==> config.mk <==
export PLATFORM = sky130hd
export DESIGN_NAME = mqtt_receive_packet_parser
export DESIGN_NICKNAME = d
export VERILOG_FILES = /design/src/rtl/mrpp_pkg.sv /design/src/rtl/mrpp_in_stage.sv /design/src/rtl/mrpp_decode.sv /design/src/rtl/mrpp_out_stage.sv /design/src/rtl/mqtt_receive_packet_parser.sv
export SDC_FILE = /design/constraint.sdc
export NUM_CORES = 1
export LEC_CHECK = 0
export BUFFER_PORTS_ARGS = -buffer_cell sky130_fd_sc_hd__buf_2
export CAP_MARGIN = 20
export CORE_MARGIN = 1
export CORE_UTILIZATION = 60
export DETAILED_ROUTE_END_ITERATION = 12
export PLACE_DENSITY_LB_ADDON = 0.08
export SLEW_MARGIN = 20
export SYNTH_ARGS = -nofsm -noshare
export SYNTH_HDL_FRONTEND = slang
export SYNTH_SLANG_ARGS = --single-unit
==> constraint.sdc <==
create_clock -name i_clk -period 11.42 [get_ports i_clk]
set_input_delay 2.284 -clock i_clk [delete_from_list [all_inputs] [get_ports i_clk]]
set_output_delay 2.284 -clock i_clk [all_outputs]
set_load 0.02 [all_outputs]
==> src/rtl/mrpp_pkg.sv <==
package mrpp_pkg;

    // Parser phase, one-hot
    typedef enum logic [2:0] {
        PH_HEADER = 3'b001,
        PH_LENGTH = 3'b010,
        PH_BODY   = 3'b100
    } t_phase;

    // Control packet types that get special handling
    localparam logic [3:0] TYPE_CONNACK  = 4'd2;
    localparam logic [3:0] TYPE_PUBLISH  = 4'd3;
    localparam logic [3:0] TYPE_PUBACK   = 4'd4;
    localparam logic [3:0] TYPE_SUBACK   = 4'd9;
    localparam logic [3:0] TYPE_PINGRESP = 4'd13;

    // Byte role codes
    localparam logic [2:0] ROLE_HEADER    = 3'd0;
    localparam logic [2:0] ROLE_LENGTH    = 3'd1;
    localparam logic [2:0] ROLE_TOPIC_LEN = 3'd2;
    localparam logic [2:0] ROLE_TOPIC     = 3'd3;
    localparam logic [2:0] ROLE_MSG_ID    = 3'd4;
    localparam logic [2:0] ROLE_BODY      = 3'd5;

    // Status codes
    localparam logic [2:0] ST_OK        = 3'd0;
    localparam logic [2:0] ST_LEN_LONG  = 3'd1;
    localparam logic [2:0] ST_MALFORMED = 3'd2;
    localparam logic [2:0] ST_REFUSED   = 3'd3;
    localparam logic [2:0] ST_SHORT_PUB = 3'd4;

    localparam int LenW = 28;

    // One result per received byte
    typedef struct packed {
        logic [3:0]      packet_type;
        logic [3:0]      header_flags;
        logic [2:0]      byte_role;
        logic [7:0]      data_out;
        logic [LenW-1:0] remaining_length;
        logic [15:0]     topic_length;
        logic [15:0]     message_id;
        logic [1:0]      qos_level;
        logic            last_of_packet;
        logic [2:0]      status;
    } t_result;

endpackage

==> src/rtl/mrpp_in_stage.sv <==
module mrpp_in_stage
    import mrpp_pkg::*;
(
    input  logic       i_clk,
    input  logic       i_rst_n,
    input  logic       i_tvalid,
    output logic       o_tready,
    input  logic [7:0] i_tdata,
    input  logic       i_take,
    output logic       o_vld,
    output logic [7:0] o_byte
);

    logic       r_vld;
    logic [7:0] r_byte;

    // Refill in the same cycle the held byte moves on
    assign o_tready = !r_vld || i_take;
    assign o_vld    = r_vld;
    assign o_byte   = r_byte;

    always_ff @(posedge i_clk) begin
        if (!i_rst_n) begin
            r_vld <= 1'b0;
        end else if (i_tvalid && o_tready) begin
            r_vld <= 1'b1;
        end else if (i_take) begin
            r_vld <= 1'b0;
        end
    end

    always_ff @(posedge i_clk) begin
        if (i_tvalid && o_tready) begin
            r_byte <= i_tdata;
        end
    end

endmodule

==> src/rtl/mrpp_decode.sv <==
module mrpp_decode
    import mrpp_pkg::*;
(
    input  logic       i_clk,
    input  logic       i_rst_n,
    input  logic       i_take,
    input  logic [7:0] i_byte,
    output t_result    o_result
);

    t_phase          r_phase,   n_phase;
    logic [3:0]      r_type,    n_type;
    logic [3:0]      r_flags,   n_flags;
    logic [LenW-1:0] r_len,     n_len;
    logic [1:0]      r_digits,  n_digits;
    logic [LenW-1:0] r_pos,     n_pos;
    logic [15:0]     r_tl,      n_tl;
    logic [15:0]     r_mid,     n_mid;
    logic            r_ack_bad, n_ack_bad;

    logic [2:0]      role;
    logic            last;
    logic [2:0]      status;
    logic [4:0]      shift;
    logic [LenW:0]   pos_inc;
    logic            is_pub;
    logic            has_id;

    function automatic logic ack_check(input logic [3:0] ptype, input logic [3:0] flags,
                                       input logic [LenW-1:0] len);
        logic bad;
        bad = 1'b0;
        if (ptype == TYPE_CONNACK || ptype == TYPE_PUBACK) begin
            bad = (flags != 4'd0) || (len != LenW'(2));
        end else if (ptype == TYPE_SUBACK) begin
            bad = (flags != 4'd0) || (len < LenW'(3));
        end else if (ptype == TYPE_PINGRESP) begin
            bad = (flags != 4'd0) || (len != '0);
        end
        return bad;
    endfunction

    function automatic logic [2:0] end_status(input logic [3:0] ptype,
                                              input logic [LenW-1:0] len,
                                              input logic [15:0] tl,
                                              input logic [15:0] mid,
                                              input logic ack_bad);
        logic [2:0] st;
        st = ST_OK;
        if (ptype == TYPE_PUBLISH) begin
            if ({1'b0, len} < (LenW'(tl) + (LenW+1)'(4))) begin
                st = ST_SHORT_PUB;
            end
        end else if (ptype == TYPE_CONNACK || ptype == TYPE_PUBACK ||
                     ptype == TYPE_SUBACK || ptype == TYPE_PINGRESP) begin
            if (ack_bad) begin
                st = ST_MALFORMED;
            end else if (ptype == TYPE_CONNACK && mid[7:0] != 8'd0) begin
                st = ST_REFUSED;
            end
        end
        return st;
    endfunction

    always_comb begin
        n_phase   = r_phase;
        n_type    = r_type;
        n_flags   = r_flags;
        n_len     = r_len;
        n_digits  = r_digits;
        n_pos     = r_pos;
        n_tl      = r_tl;
        n_mid     = r_mid;
        n_ack_bad = r_ack_bad;
        role      = ROLE_HEADER;
        last      = 1'b0;
        status    = ST_OK;
        shift     = ({3'b000, r_digits} << 3) - {3'b000, r_digits};
        pos_inc   = {1'b0, r_pos} + (LenW+1)'(1);
        unique case (r_phase)
            PH_LENGTH: begin
                role     = ROLE_LENGTH;
                n_len    = r_len + (LenW'(i_byte[6:0]) << shift);
                n_digits = r_digits + 2'd1;
                if (i_byte[7]) begin
                    if (r_digits == 2'd3) begin
                        status  = ST_LEN_LONG;
                        last    = 1'b1;
                        n_phase = PH_HEADER;
                    end
                end else begin
                    n_ack_bad = ack_check(r_type, r_flags, n_len);
                    n_pos     = '0;
                    if (n_len == '0) begin
                        last    = 1'b1;
                        status  = end_status(r_type, n_len, r_tl, r_mid, n_ack_bad);
                        n_phase = PH_HEADER;
                    end else begin
                        n_phase = PH_BODY;
                    end
                end
            end
            PH_BODY: begin
                role = ROLE_BODY;
                if (r_type == TYPE_PUBLISH) begin
                    if (r_pos < LenW'(2)) begin
                        role = ROLE_TOPIC_LEN;
                        n_tl = {r_tl[7:0], i_byte};
                    end else if ({1'b0, r_pos} < (LenW'(r_tl) + (LenW+1)'(2))) begin
                        role = ROLE_TOPIC;
                    end else if ({1'b0, r_pos} < (LenW'(r_tl) + (LenW+1)'(4))) begin
                        role  = ROLE_MSG_ID;
                        n_mid = {r_mid[7:0], i_byte};
                    end
                end else if (r_type == TYPE_PUBACK || r_type == TYPE_SUBACK ||
                             r_type == TYPE_CONNACK) begin
                    if (r_pos < LenW'(2)) begin
                        n_mid = {r_mid[7:0], i_byte};
                        if (r_type != TYPE_CONNACK) begin
                            role = ROLE_MSG_ID;
                        end
                    end
                end
                n_pos = pos_inc[LenW-1:0];
                if (pos_inc >= {1'b0, r_len}) begin
                    last    = 1'b1;
                    status  = end_status(r_type, r_len, n_tl, n_mid, r_ack_bad);
                    n_phase = PH_HEADER;
                end
            end
            default: begin
                role      = ROLE_HEADER;
                n_type    = i_byte[7:4];
                n_flags   = i_byte[3:0];
                n_len     = '0;
                n_digits  = 2'd0;
                n_pos     = '0;
                n_tl      = 16'd0;
                n_mid     = 16'd0;
                n_ack_bad = 1'b0;
                n_phase   = PH_LENGTH;
            end
        endcase
    end

    assign is_pub = (n_type == TYPE_PUBLISH);
    assign has_id = is_pub || n_type == TYPE_PUBACK || n_type == TYPE_SUBACK;

    always_comb begin
        o_result.packet_type      = n_type;
        o_result.header_flags     = n_flags;
        o_result.byte_role        = role;
        o_result.data_out         = i_byte;
        o_result.remaining_length = n_len;
        o_result.topic_length     = is_pub ? n_tl : 16'd0;
        o_result.message_id       = has_id ? n_mid : 16'd0;
        o_result.qos_level        = is_pub ? n_flags[2:1] : 2'd0;
        o_result.last_of_packet   = last;
        o_result.status           = status;
    end

    always_ff @(posedge i_clk) begin
        if (!i_rst_n) begin
            r_phase   <= PH_HEADER;
            r_type    <= 4'd0;
            r_flags   <= 4'd0;
            r_len     <= '0;
            r_digits  <= 2'd0;
            r_pos     <= '0;
            r_tl      <= 16'd0;
            r_mid     <= 16'd0;
            r_ack_bad <= 1'b0;
        end else if (i_take) begin
            r_phase   <= n_phase;
            r_type    <= n_type;
            r_flags   <= n_flags;
            r_len     <= n_len;
            r_digits  <= n_digits;
            r_pos     <= n_pos;
            r_tl      <= n_tl;
            r_mid     <= n_mid;
            r_ack_bad <= n_ack_bad;
        end
    end

    // A packet body is only entered with a nonzero length
    a_body_len: assert property (@(posedge i_clk) disable iff (!i_rst_n)
        (r_phase == PH_BODY) |-> (r_len != '0))
        else $error("body phase with zero remaining length");

    // Errors are only reported on the closing byte
    a_status_last: assert property (@(posedge i_clk) disable iff (!i_rst_n)
        (o_result.status != ST_OK) |-> o_result.last_of_packet)
        else $error("nonzero status off the last byte");

    // After the closing byte the next byte is a header byte
    a_last_header: assert property (@(posedge i_clk) disable iff (!i_rst_n)
        (i_take && o_result.last_of_packet) |=> (r_phase == PH_HEADER))
        else $error("no return to header after last byte");

endmodule

==> src/rtl/mrpp_out_stage.sv <==
module mrpp_out_stage
    import mrpp_pkg::*;
(
    input  logic    i_clk,
    input  logic    i_rst_n,
    input  logic    i_vld,
    input  t_result i_result,
    output logic    o_take,
    output logic    o_tvalid,
    input  logic    i_tready,
    output t_result o_result
);

    logic    r_vld;
    t_result r_result;

    // Move a new result in when the register is empty or being drained
    assign o_take   = i_vld && (!r_vld || i_tready);
    assign o_tvalid = r_vld;
    assign o_result = r_result;

    always_ff @(posedge i_clk) begin
        if (!i_rst_n) begin
            r_vld <= 1'b0;
        end else if (o_take) begin
            r_vld <= 1'b1;
        end else if (i_tready) begin
            r_vld <= 1'b0;
        end
    end

    always_ff @(posedge i_clk) begin
        if (o_take) begin
            r_result <= i_result;
        end
    end

endmodule

==> src/rtl/mqtt_receive_packet_parser.sv <==
// Channel   Dir  Data bits                 Side bits
// s_axis    in   tdata[7:0]  byte_in       -
// m_axis    out  tdata[87:0] (see below)   tuser[2:0] byte_role, tlast last_of_packet
//
// One received byte enters per cycle while m_axis is not stalled, and yields
// one result transaction: input register, then decode into the result register.
// The whole state update for a byte is one pass through the decoder, so a
// byte can be taken every cycle while the result register drains.
// Reset (i_rst_n low, synchronous) empties both registers and puts the
// parser back at a header byte.
// A stall on m_axis holds the result register; the input register then fills
// and s_axis tready drops until the result is taken.
module mqtt_receive_packet_parser
    import mrpp_pkg::*;
(
    input  logic        i_clk,
    input  logic        i_rst_n,
    input  logic        i_s_axis_tvalid,
    output logic        o_s_axis_tready,
    input  logic [7:0]  i_s_axis_tdata,   // [7:0] byte_in
    output logic        o_m_axis_tvalid,
    input  logic        i_m_axis_tready,
    // [3:0] packet_type, [7:4] header_flags, [15:8] data_out,
    // [43:16] remaining_length, [59:44] topic_length, [75:60] message_id,
    // [77:76] qos_level, [80:78] status, [87:81] zero
    output logic [87:0] o_m_axis_tdata,
    output logic [2:0]  o_m_axis_tuser,   // [2:0] byte_role
    output logic        o_m_axis_tlast    // last_of_packet
);

    logic       in_vld;
    logic [7:0] in_byte;
    logic       take;
    t_result    dec_result;
    t_result    out_result;

    // Input register: holds one byte until the decoder can use it
    mrpp_in_stage u_in_stage (
        .i_clk    (i_clk),
        .i_rst_n  (i_rst_n),
        .i_tvalid (i_s_axis_tvalid),
        .o_tready (o_s_axis_tready),
        .i_tdata  (i_s_axis_tdata),
        .i_take   (take),
        .o_vld    (in_vld),
        .o_byte   (in_byte)
    );

    // Framing state and per-byte decode; state advances only on take
    mrpp_decode u_decode (
        .i_clk    (i_clk),
        .i_rst_n  (i_rst_n),
        .i_take   (take),
        .i_byte   (in_byte),
        .o_result (dec_result)
    );

    // Result register facing the output stream
    mrpp_out_stage u_out_stage (
        .i_clk    (i_clk),
        .i_rst_n  (i_rst_n),
        .i_vld    (in_vld),
        .i_result (dec_result),
        .o_take   (take),
        .o_tvalid (o_m_axis_tvalid),
        .i_tready (i_m_axis_tready),
        .o_result (out_result)
    );

    // Pack the result fields, lowest field first
    assign o_m_axis_tdata = {7'd0,
                             out_result.status,
                             out_result.qos_level,
                             out_result.message_id,
                             out_result.topic_length,
                             out_result.remaining_length,
                             out_result.data_out,
                             out_result.header_flags,
                             out_result.packet_type};
    assign o_m_axis_tuser = out_result.byte_role;
    assign o_m_axis_tlast = out_result.last_of_packet;

endmodule
==> results of run 1 <==
==> flip-flops by register name, summed over array words and instances, names as in the netlist <==
name / cells
u_decode.r_tl: 16
u_in_stage.o_byte: 8
u_decode.r_len: 28
u_out_stage.o_result: 85
u_decode.r_flags: 4
u_decode.r_phase: 3
u_decode.r_mid: 16
u_decode.r_digits: 2
u_decode.r_type: 4
u_in_stage.o_vld: 1
u_decode.r_pos: 28
u_decode.r_ack_bad: 1
u_out_stage.o_tvalid: 1
==> synthesized netlist by cell type, types with 9 or more instances <==
cell type / n
nand2_1: 174
ha_1: 127
nor2_1: 123
dfxtp_1: 104
edfxtp_1: 93
o21ai_0: 89
a21oi_1: 85
clkbuf_1: 80
inv_1: 58
nand3_1: 53
nor2b_1: 49
a21boi_0: 44
xnor2_1: 42
xor2_1: 41
a22oi_1: 37
a21o_1: 34
a22o_1: 33
nor3_1: 29
nand4_1: 28
and2_1: 27
mux2i_1: 19
nor4_1: 18
and3_1: 14
o21a_1: 14
a211oi_1: 13
mux2_2: 11
o22ai_1: 11
or3_1: 11
and4_1: 9
nand2b_1: 9
==> critical path, cell delays in order (launching register included) <==
cell       delay (ns)
dfxtp_1          0.65
inv_1            0.22
ha_1             0.67
mux2_2           0.40
o21ai_0          0.24
a2bb2oi_1        0.34
inv_1            0.07
a21oi_1          0.15
nor2_1           0.05
ha_1             0.46
nand4_1          0.14
or2_2            0.35
a21o_1           0.19
o21ai_2          0.28
a31oi_1          0.20
xnor2_1          0.19
or3b_2           0.45
nor4_1           0.46
a22oi_1          0.17
nor3_1           0.17
a21oi_1          0.09
==> logic make-up (layout without fill, tap and decap cells) <==
family / Yosys count / count (layout) / synth area share
compound gates: 434 / 434 / 0.209
xor+xnor: 84 / 84 / 0.0529
fa+ha+maj: 128 / 128 / 0.114
buf+inv: 164 / 201 / 0.0497
flops: 197 / 197 / 0.347
mux: 30 / 30 / 0.0223
other cells: 1 / 7 / 0.000267
simple gates: 579 / 579 / 0.204
==> worst max path at each step <==
stage	start	endpoint	slack, ns	depth (start not counted)
after floorplan	i_m_axis_tready	u_decode.r_ack_bad$_SDFFE_PN0P_	5.08	9
after global placement	u_decode.r_digits[0]$_SDFFE_PN0P_	u_out_stage.o_result[1]$_DFFE_PP_	5.52	20
after detailed placement	u_decode.r_digits[0]$_SDFFE_PN0P_	u_out_stage.o_result[1]$_DFFE_PP_	5.44	20
after CTS	u_decode.r_digits[0]$_SDFFE_PN0P_	u_out_stage.o_result[1]$_DFFE_PP_	5.39	20
after global routing	u_decode.r_digits[0]$_SDFFE_PN0P_	u_out_stage.o_result[1]$_DFFE_PP_	4.84	20
final	u_decode.r_digits[0]$_SDFFE_PN0P_	u_out_stage.o_result[1]$_DFFE_PP_	5.20	20
==> stage by stage <==
| step | cells | hold WS [ns] |
|---|---|---|
| after floorplan | 1623 | 0.424 |
| after global placement | 1941 | 0.462 |
| after detailed placement | 1941 | 0.465 |
| after CTS | 1973 | 0.488 |
| after global routing | 1973 | 0.502 |
| final | 1973 | 0.485 |
==> power breakdown <==
group	switching [mW]	internal [mW]	leakage (nW)
combinational	0.0752	0.0314	3.98
clock	0.329	0.325	0.311
sequential	0.0110	0.753	1.74
total	0.415	1.11	6.04
==> area by class of cell <==
type	count	share of cell area
Clock buffer	17	0.0279
Tap cell	313	0.0257
Timing Repair Buffer	111	0.0386
Inverter	58	0.0144
Clock inverter	15	0.0146
Sequential cell	197	0.320
Multi-Input combinational cell	1262	0.559
==> per-layer routing <==
metal	vias to the layer above	track usage	part of all wire
met5	-	0	0
li1	5939	-	-
met4	0	0.122	0.025
met2	519	0.570	0.47
met3	88	0.0563	0.071
met1	5839	0.446	0.43
==> out/metrics.cfg, run 1 <==
[status]
status = complete, no violations

[grt]
grt_pass1_wl_um = 63600
grt_pass1_vias = 11700
grt_remaining_overflow = 0
grt_max_degree = 91
antenna_found_initial = 0
grtUsageTotal = 0.341

[logic_synthesis]
syn_area_per_cell_um2 = 8.69
yosys_most_used_dff = dfxtp_1
yosysWarnings = 0
synth.distinct_cells = 87
async_flop_share = 0
seq_area_frac_synth = 0.347
synth_top_area_frac = 0.199
syn_area_um2 = 14100
syn_inst = 1617
synth-edff-count = 93
ys_ff_latch = 197
ys_top_cells_by_area = edfxtp_1 20%, dfxtp_1 15%, ha_1 11%
yosys.area.top_type = edfxtp_1

[setup_path]
r2r-end = u_out_stage.o_result[1]$_DFFE_PP_
worst-endpoint-arrival_ns = 6.41
reg2reg_depth = 20
r2r_setup_slack_ns = 5.20
worstPathMaxFanout = 15
worstSetupPathType = register to register
r2r-start = u_decode.r_digits[0]$_SDFFE_PN0P_
critical_path_required_ns = 11.61
crit_path_end_kind = register
start_kind = register

[routing]
vias = 12400
routedWlPerCell_um = 20.7
drt-total-wl_um = 40900
drtPass1Iterations = 7
drc = 0
dr.first_iter.drc_count = 1148
avgViaCountPerCell = 6.28
ant_nets = 0

[cts]
cts_sinks = 197
numCtsBuffers = 17
htree_levels = 4
cts_tree = done
post_cts_resized = 0
cts.reportedPaths.clkPinSlew_ns = 0.08
root_buffer = clkbuf_16
ctsHoldBuffers = 0
post_cts_buffers = 0
clk_path_buf_depth = 2
insertion_delay_ns = 0.45

[hold_path]
hold_depth = 1
hp-start = u_decode.r_mid[12]$_SDFFE_PN0P_
hold_class = register to register
hold_end = u_decode.r_mid[12]$_SDFFE_PN0P_

[pwr]
leakage_nw = 6.04
power_mw = 1.53
peakVddDrop_mv = 0.0903
p_per_area_nw_per_um2 = 100

[cells_and_area]
regArea_um2 = 4870
multi_input_area_um2 = 8530
nFillCells = 1920
final_nets = 1787
areaGrowthSynthToFinish_pct = 8.48
n_antenna_cell = 0
final_common_cell = nand2_1
drive_above_1_share = 0.113
final_util = 0.669
final_cell_mix = 173 x nand2_1, 127 x ha_1, 122 x nor2_1
fin_area_um2 = 15200

[placement]
dpl_worst_slack_ns = 5.44
placed_area_um2 = 14600
io_buffers = 98
gp_congestion = 0.980
place_hpwl_um = 29600

[floorplan]
rows = 55
start_util = 0.617
core-area_um2 = 22800
die_h_um = 155
die_area_um2 = 24000
die_x_um = 155
io_pins = 106

[sta]
drv_slew = 0
setup_violations = 0
worstMarginPinSlew_ns = 0.946
fin_setup_tns_ns = 0
rsz0062_at_grt = false
hold_viol = 0
period_needed_ns = 6.22
fmax_ghz = 0.161
finClkSkew_ns = 0.0155
fin_crit_sh = 0.545
slew_headroom = 0.367
layout_setup_ws_ns = 5.20

[flow_run]
max_cap_viol_count = 0

No activity file was read; power rests on OpenSTA's default activity.
==> inputs of run 2 (changes only) <==
Clock period 11.42 ns to 5.8 ns, I/O delays scaled along.
==> run 2 against run 1 <==
Against the previous run: clock skew down 0.0015 ns; highest routed layer unchanged; wire length increased by 2.2%; global-route usage increased by 0.89 points; sequential cell count stayed put.
==> out/metrics.cfg, run 2 (synthesized netlist as in run 1, its figures left out) <==
[cts]
insertion_delay_ns = 0.45  ; about the same
cts_sinks = 197  ; unchanged
clk_path_buf_depth = 2  ; unchanged
post_cts_buffers = 0  ; unchanged
root_buffer = clkbuf_16
numCtsBuffers = 17  ; unchanged
cts.reportedPaths.clkPinSlew_ns = 0.09  ; about the same
cts_tree = done
htree_levels = 4  ; unchanged

[floorplan]
die_area_um2 = 24000  ; unchanged
start_util = 0.617  ; unchanged
rows = 55  ; unchanged
die_x_um = 155  ; unchanged
io_pins = 106  ; unchanged
die_h_um = 155  ; unchanged
core-area_um2 = 22800  ; unchanged

[cells_and_area]
final_cells = 1991  ; +0.91%
multi_input_area_um2 = 8530  ; unchanged
largest_reg_flops = 85  ; unchanged
n_antenna_cell = 0  ; unchanged
areaGrowthSynthToFinish_pct = 9.24
final_nets = 1805  ; +1.0%
nFillCells = 1865  ; -2.9%
drive_above_1_share = 0.122  ; +0.00892
fin_area_um2 = 15400  ; +0.70%
final_cell_mix = 174 x nand2_1, 127 x ha_1, 122 x nor2_1
regArea_um2 = 4870  ; unchanged
final_common_cell = nand2_1

[sta]
finClkSkew_ns = 0.0140  ; -0.00149 ns
fin_setup_tns_ns = 0  ; unchanged
setup_violations = 0  ; unchanged
worstMarginPinSlew_ns = 1.01  ; +0.0646 ns
hold_viol = 0  ; unchanged
period_needed_ns = 5.49  ; -0.729 ns
drv_slew = 0  ; unchanged
fin_crit_sh = 0.947  ; +0.402
fmax_ghz = 0.182  ; +13%
rsz0062_at_grt = false
layout_setup_ws_ns = 0.308  ; -4.89 ns
slew_headroom = 0.324  ; -0.0432

[placement]
dpl_worst_slack_ns = 0.392  ; -5.05 ns
gp_congestion = 1.01  ; +2.7%
place_inst = 1958  ; +0.88%
placed_area_um2 = 14700  ; +0.87%
place_hpwl_um = 30300  ; +2.1%
io_buffers = 98  ; unchanged

[hold_path]
hold_end = u_decode.r_mid[14]$_SDFFE_PN0P_
hp-start = u_decode.r_mid[14]$_SDFFE_PN0P_
hold_depth = 1  ; unchanged
hold_class = register to register

[routing]
drtPass1Iterations = 5  ; -2
drt-total-wl_um = 41800  ; +2.2%
dr.first_iter.drc_count = 1196  ; +4.2%
ant_nets = 0  ; unchanged
drc = 0  ; unchanged
routedWlPerCell_um = 21.0  ; +1.2%
avgViaCountPerCell = 6.35  ; +1.2%
vias = 12600  ; +2.1%

[setup_path]
r2r_setup_slack_ns = 0.31  ; -4.89 ns
crit_path_end_kind = register
start_kind = register
reg2reg_depth = 19  ; -5.0%
r2r-start = u_decode.r_digits[0]$_SDFFE_PN0P_
critical_path_required_ns = 6.00  ; -5.61 ns
worst-endpoint-arrival_ns = 5.70  ; -0.71 ns
worstPathMaxFanout = 8  ; -7
r2r-end = u_out_stage.o_result[1]$_DFFE_PP_
worstSetupPathType = register to register

[grt]
grt_pass1_wl_um = 64900  ; +2.1%
grt_remaining_overflow = 0  ; unchanged
antenna_found_initial = 1  ; +1
grt_pass1_vias = 11700  ; +0.36%
grtUsageTotal = 0.350  ; +0.00890
grt_max_degree = 91  ; unchanged

[status]
status = complete, no violations

[flow_run]
max_cap_viol_count = 0  ; unchanged

[pwr]
leakage_nw = 6.12  ; +1.3%
peakVddDrop_mv = 0.192  ; +110%
p_per_area_nw_per_um2 = 194  ; +94%

[run 2: cell count changes in the layout (fill, tap and decap cells not counted), moves of 2 or more]
cell      before  now
buf_4         13   30
inv_8          1    4
clkinv_4       0    2
inv_6          4    2
[run 2: cell type report]
| class | instances | area share |
|---|---|---|
| Multi-Input combinational cell | 1262 | 0.555 |
| Timing Repair Buffer | 129 | 0.0471 |
| Sequential cell | 197 | 0.317 |
| Inverter | 58 | 0.0143 |
| Clock inverter | 15 | 0.0126 |
| Clock buffer | 17 | 0.0277 |
| Tap cell | 313 | 0.0255 |
[run 2: report_power, final]
part | leakage (nW) | total [mW] | internal, mW | switching, mW
clock | 0.300 | 1.27 | 0.596 | 0.669
sequential | 1.74 | 1.50 | 1.48 | 0.0158
combinational | 4.07 | 0.221 | 0.0645 | 0.156
[run 2: worst max-delay path by stage]
stage	slack, ns	to	cells after the start	start
after floorplan	0.47	u_out_stage.o_result[1]$_DFFE_PP_	21	u_decode.r_digits[0]$_SDFFE_PN0P_
after CTS	0.35	u_out_stage.o_result[1]$_DFFE_PP_	20	u_decode.r_digits[0]$_SDFFE_PN0P_
final	0.31	u_out_stage.o_result[1]$_DFFE_PP_	19	u_decode.r_digits[0]$_SDFFE_PN0P_
after global routing	0.06	u_out_stage.o_result[1]$_DFFE_PP_	20	u_decode.r_digits[0]$_SDFFE_PN0P_
after detailed placement	0.39	u_out_stage.o_result[1]$_DFFE_PP_	20	u_decode.r_digits[0]$_SDFFE_PN0P_
after global placement	0.48	u_out_stage.o_result[1]$_DFFE_PP_	18	u_decode.r_digits[0]$_SDFFE_PN0P_
[run 2: critical path, cell delays in order (launching register included)]
cell and delay, ns:
dfxtp_1 0.35, inv_1 0.12, ha_1 0.50, mux2_2 0.39, o21ai_0 0.26, o22ai_1 0.18
nor2_1 0.17, a211oi_1 0.09, ha_1 0.41, a21oi_1 0.31, nor2_1 0.08, a211oi_1 0.32
o21ai_0 0.17, or2_2 0.37, a31o_2 0.27, xnor2_1 0.25, or3_2 0.51, or2_1 0.25
o211ai_2 0.17, a21oi_1 0.08
[run 2: metal layers]
metal,share of wire,global-route usage,vias up
li1,-,-,5967
met1,0.43,0.457,5981
met2,0.46,0.575,569
met3,0.073,0.0557,126
met4,0.041,0.154,0
met5,0,0,-
[run 2: what timing repair did]
| item | CTS | global route |
|---|---|---|
| setup endpoints to repair | 0 | 1 |
| resized for setup | 0 | 1 |
| hold buffers | 0 | 0 |
[run 2: through the flow]
stage,power (mW),util,hold slack (ns)
finish,2.98,0.674,0.486
floorplan,1.68,-,0.424
global placement,1.74,0.646,0.462
global route,3.06,0.674,0.516
CTS,2.99,0.673,0.488
detailed placement,1.75,0.646,0.469
==> inputs of run 3 (changes only) <==
==> constraint.sdc (replaced) <==
create_clock -name i_clk -period 5.8 [get_ports i_clk]
set_input_delay 0.29 -clock i_clk [delete_from_list [all_inputs] [get_ports i_clk]]
set_output_delay 0.29 -clock i_clk [all_outputs]
set_load 0.02 [all_outputs]
==> run 3 against run 2 <==
Against the previous run: sequential cell count stayed put; clock skew increased by 0.0052 ns; sequential share of layout area is essentially flat; non-clock buffer count decreased by 7; core utilization down 0.093 points; register-to-register slack better by 0.10 ns; combinational power is essentially flat; critical endpoint unchanged; final cell count shrank 0.35%; design area fell by 0.14%; hold slack worse by 0.47 ns.
==> out/metrics.cfg, run 3 (synthesized netlist as in run 1, its figures left out) <==
[sta]
rsz0062_at_grt = false
fin_crit_sh = 0.929  ; -0.0178
hold_viol = 0  ; unchanged
fin_setup_tns_ns = 0  ; unchanged
worstMarginPinSlew_ns = 1.01  ; +0.00375 ns
period_needed_ns = 5.39  ; -0.104 ns
finClkSkew_ns = 0.0193  ; +0.00524 ns
fmax_ghz = 0.186  ; +1.9%
setup_violations = 0  ; unchanged
drv_slew = 0  ; unchanged
slew_headroom = 0.322  ; -0.00251
hold_slack_ns = 0.0187  ; -0.467 ns

[grt]
grt_pass1_vias = 11800  ; +0.44%
grt_remaining_overflow = 0  ; unchanged
antenna_found_initial = 0  ; -1
grt_pass1_wl_um = 64100  ; -1.4%
grtUsageTotal = 0.345  ; -0.00587
grt_max_degree = 91  ; unchanged

[pwr]
p_per_area_nw_per_um2 = 196  ; +0.79%
peakVddDrop_mv = 0.203  ; +5.7%
leakage_nw = 6.09  ; -0.48%

[routing]
drc = 0  ; unchanged
vias = 12700  ; +0.16%
avgViaCountPerCell = 6.38  ; +0.51%
dr.first_iter.drc_count = 1166  ; -2.5%
drtPass1Iterations = 5  ; unchanged
drt-total-wl_um = 41200  ; -1.5%
ant_nets = 0  ; unchanged
routedWlPerCell_um = 20.8  ; -1.1%

[status]
status = complete, no violations

[hold_path]
hold_class = input pin to register
hold_depth = 1  ; unchanged
hold_end = u_in_stage.o_byte[2]$_DFFE_PP_
hp-start = i_s_axis_tdata[2]

[setup_path]
r2r_setup_slack_ns = 0.41  ; +0.10 ns
worstSetupPathType = register to register
critical_path_required_ns = 6.00  ; about the same
worstPathMaxFanout = 9  ; +1
reg2reg_depth = 21  ; +2
r2r-end = u_out_stage.o_result[1]$_DFFE_PP_
r2r-start = u_decode.r_digits[0]$_SDFFE_PN0P_
crit_path_end_kind = register
worst-endpoint-arrival_ns = 5.59  ; -0.11 ns
start_kind = register

[cts]
post_cts_buffers = 0  ; unchanged
htree_levels = 4  ; unchanged
cts.reportedPaths.clkPinSlew_ns = 0.09  ; about the same
cts_sinks = 197  ; unchanged
post_cts_resized = 0  ; unchanged
insertion_delay_ns = 0.45  ; about the same
clk_path_buf_depth = 2  ; unchanged
cts_tree = done
numCtsBuffers = 17  ; unchanged
ctsHoldBuffers = 0  ; unchanged
root_buffer = clkbuf_16

[floorplan]
die_x_um = 155  ; unchanged
rows = 55  ; unchanged
die_area_um2 = 24000  ; unchanged
core-area_um2 = 22800  ; unchanged
die_h_um = 155  ; unchanged
io_pins = 106  ; unchanged
start_util = 0.617  ; unchanged

[cells_and_area]
n_antenna_cell = 0  ; unchanged
final_nets = 1798  ; -0.39%
final_cell_mix = 173 x nand2_1, 126 x ha_1, 122 x nor2_1
drive_above_1_share = 0.120  ; -0.00188
areaGrowthSynthToFinish_pct = 9.09
final_common_cell = nand2_1
largest_reg_flops = 85  ; unchanged
nFillCells = 1892  ; +1.4%

[placement]
io_buffers = 98  ; unchanged
gp_congestion = 0.996  ; -1.0%
place_hpwl_um = 30200  ; -0.29%

[flow_run]
max_cap_viol_count = 0  ; unchanged

run 3: worst max path at each step:
stage	start	to
2_1_floorplan	u_decode.r_digits[0]$_SDFFE_PN0P_	u_out_stage.o_result[1]$_DFFE_PP_
3_3_place_gp	u_decode.r_digits[0]$_SDFFE_PN0P_	u_out_stage.o_result[1]$_DFFE_PP_
3_5_place_dp	u_decode.r_digits[0]$_SDFFE_PN0P_	u_out_stage.o_result[1]$_DFFE_PP_
4_1_cts	u_decode.r_digits[0]$_SDFFE_PN0P_	u_out_stage.o_result[1]$_DFFE_PP_
5_1_grt	u_decode.r_digits[0]$_SDFFE_PN0P_	u_out_stage.o_result[1]$_DFFE_PP_
6_report	u_decode.r_digits[0]$_SDFFE_PN0P_	u_out_stage.o_result[1]$_DFFE_PP_
run 3: power breakdown:
part	internal (mW)	leakage, nW	total (mW)	switching [mW]
combinational	0.0638	4.04	0.218	0.154
clock	0.639	0.306	1.29	0.648
sequential	1.48	1.74	1.50	0.0158
run 3: critical path: stages, from the launching register on:
cell      delay (ns)
dfxtp_1         0.33
inv_1           0.11
ha_1            0.48
buf_4           0.22
mux2i_1         0.10
nand2_1         0.08
o21ai_0         0.11
o22ai_1         0.19
nor2_1          0.08
a211oi_1        0.35
ha_1            0.36
a21oi_1         0.29
nor2_1          0.07
a211oi_1        0.32
o21ai_0         0.17
or2_2           0.37
a31o_2          0.27
xnor2_1         0.24
or3_2           0.51
or2_1           0.26
o211ai_2        0.17
a21oi_1         0.08
run 3: final cells by class:
cell class	instances	area, um2	area share
well taps	313	392	0.0255
multi-input cells	1262	8530	0.557
clock buffers	17	425	0.0277
flip-flops and latches	197	4870	0.318
repair buffers	122	671	0.0437
clock inverters	15	216	0.0141
inverters	58	220	0.0144
run 3: metal layers:
| metal | wire length [um] | global-route usage | vias up |
|---|---|---|---|
| met4 | 1600 | 0.157 | 0 |
| met3 | 3050 | 0.0501 | 96 |
| met1 | 17500 | 0.454 | 6030 |
| met5 | 0 | 0 | - |
| met2 | 19000 | 0.560 | 590 |
| li1 | - | - | 5947 |
run 3: metrics by stage:
step	power (mW)	utilization	area, um2	std cells	setup slack (ns)
2_1_floorplan	1.68	-	14100	1623	0.469
3_3_place_gp	1.74	0.644	14700	1952	0.498
3_5_place_dp	1.74	0.644	14700	1952	0.388
4_1_cts	3.01	0.673	15300	1984	0.389
5_1_grt	3.08	0.673	15300	1984	0.0356
6_report	3.00	0.673	15300	1984	0.412
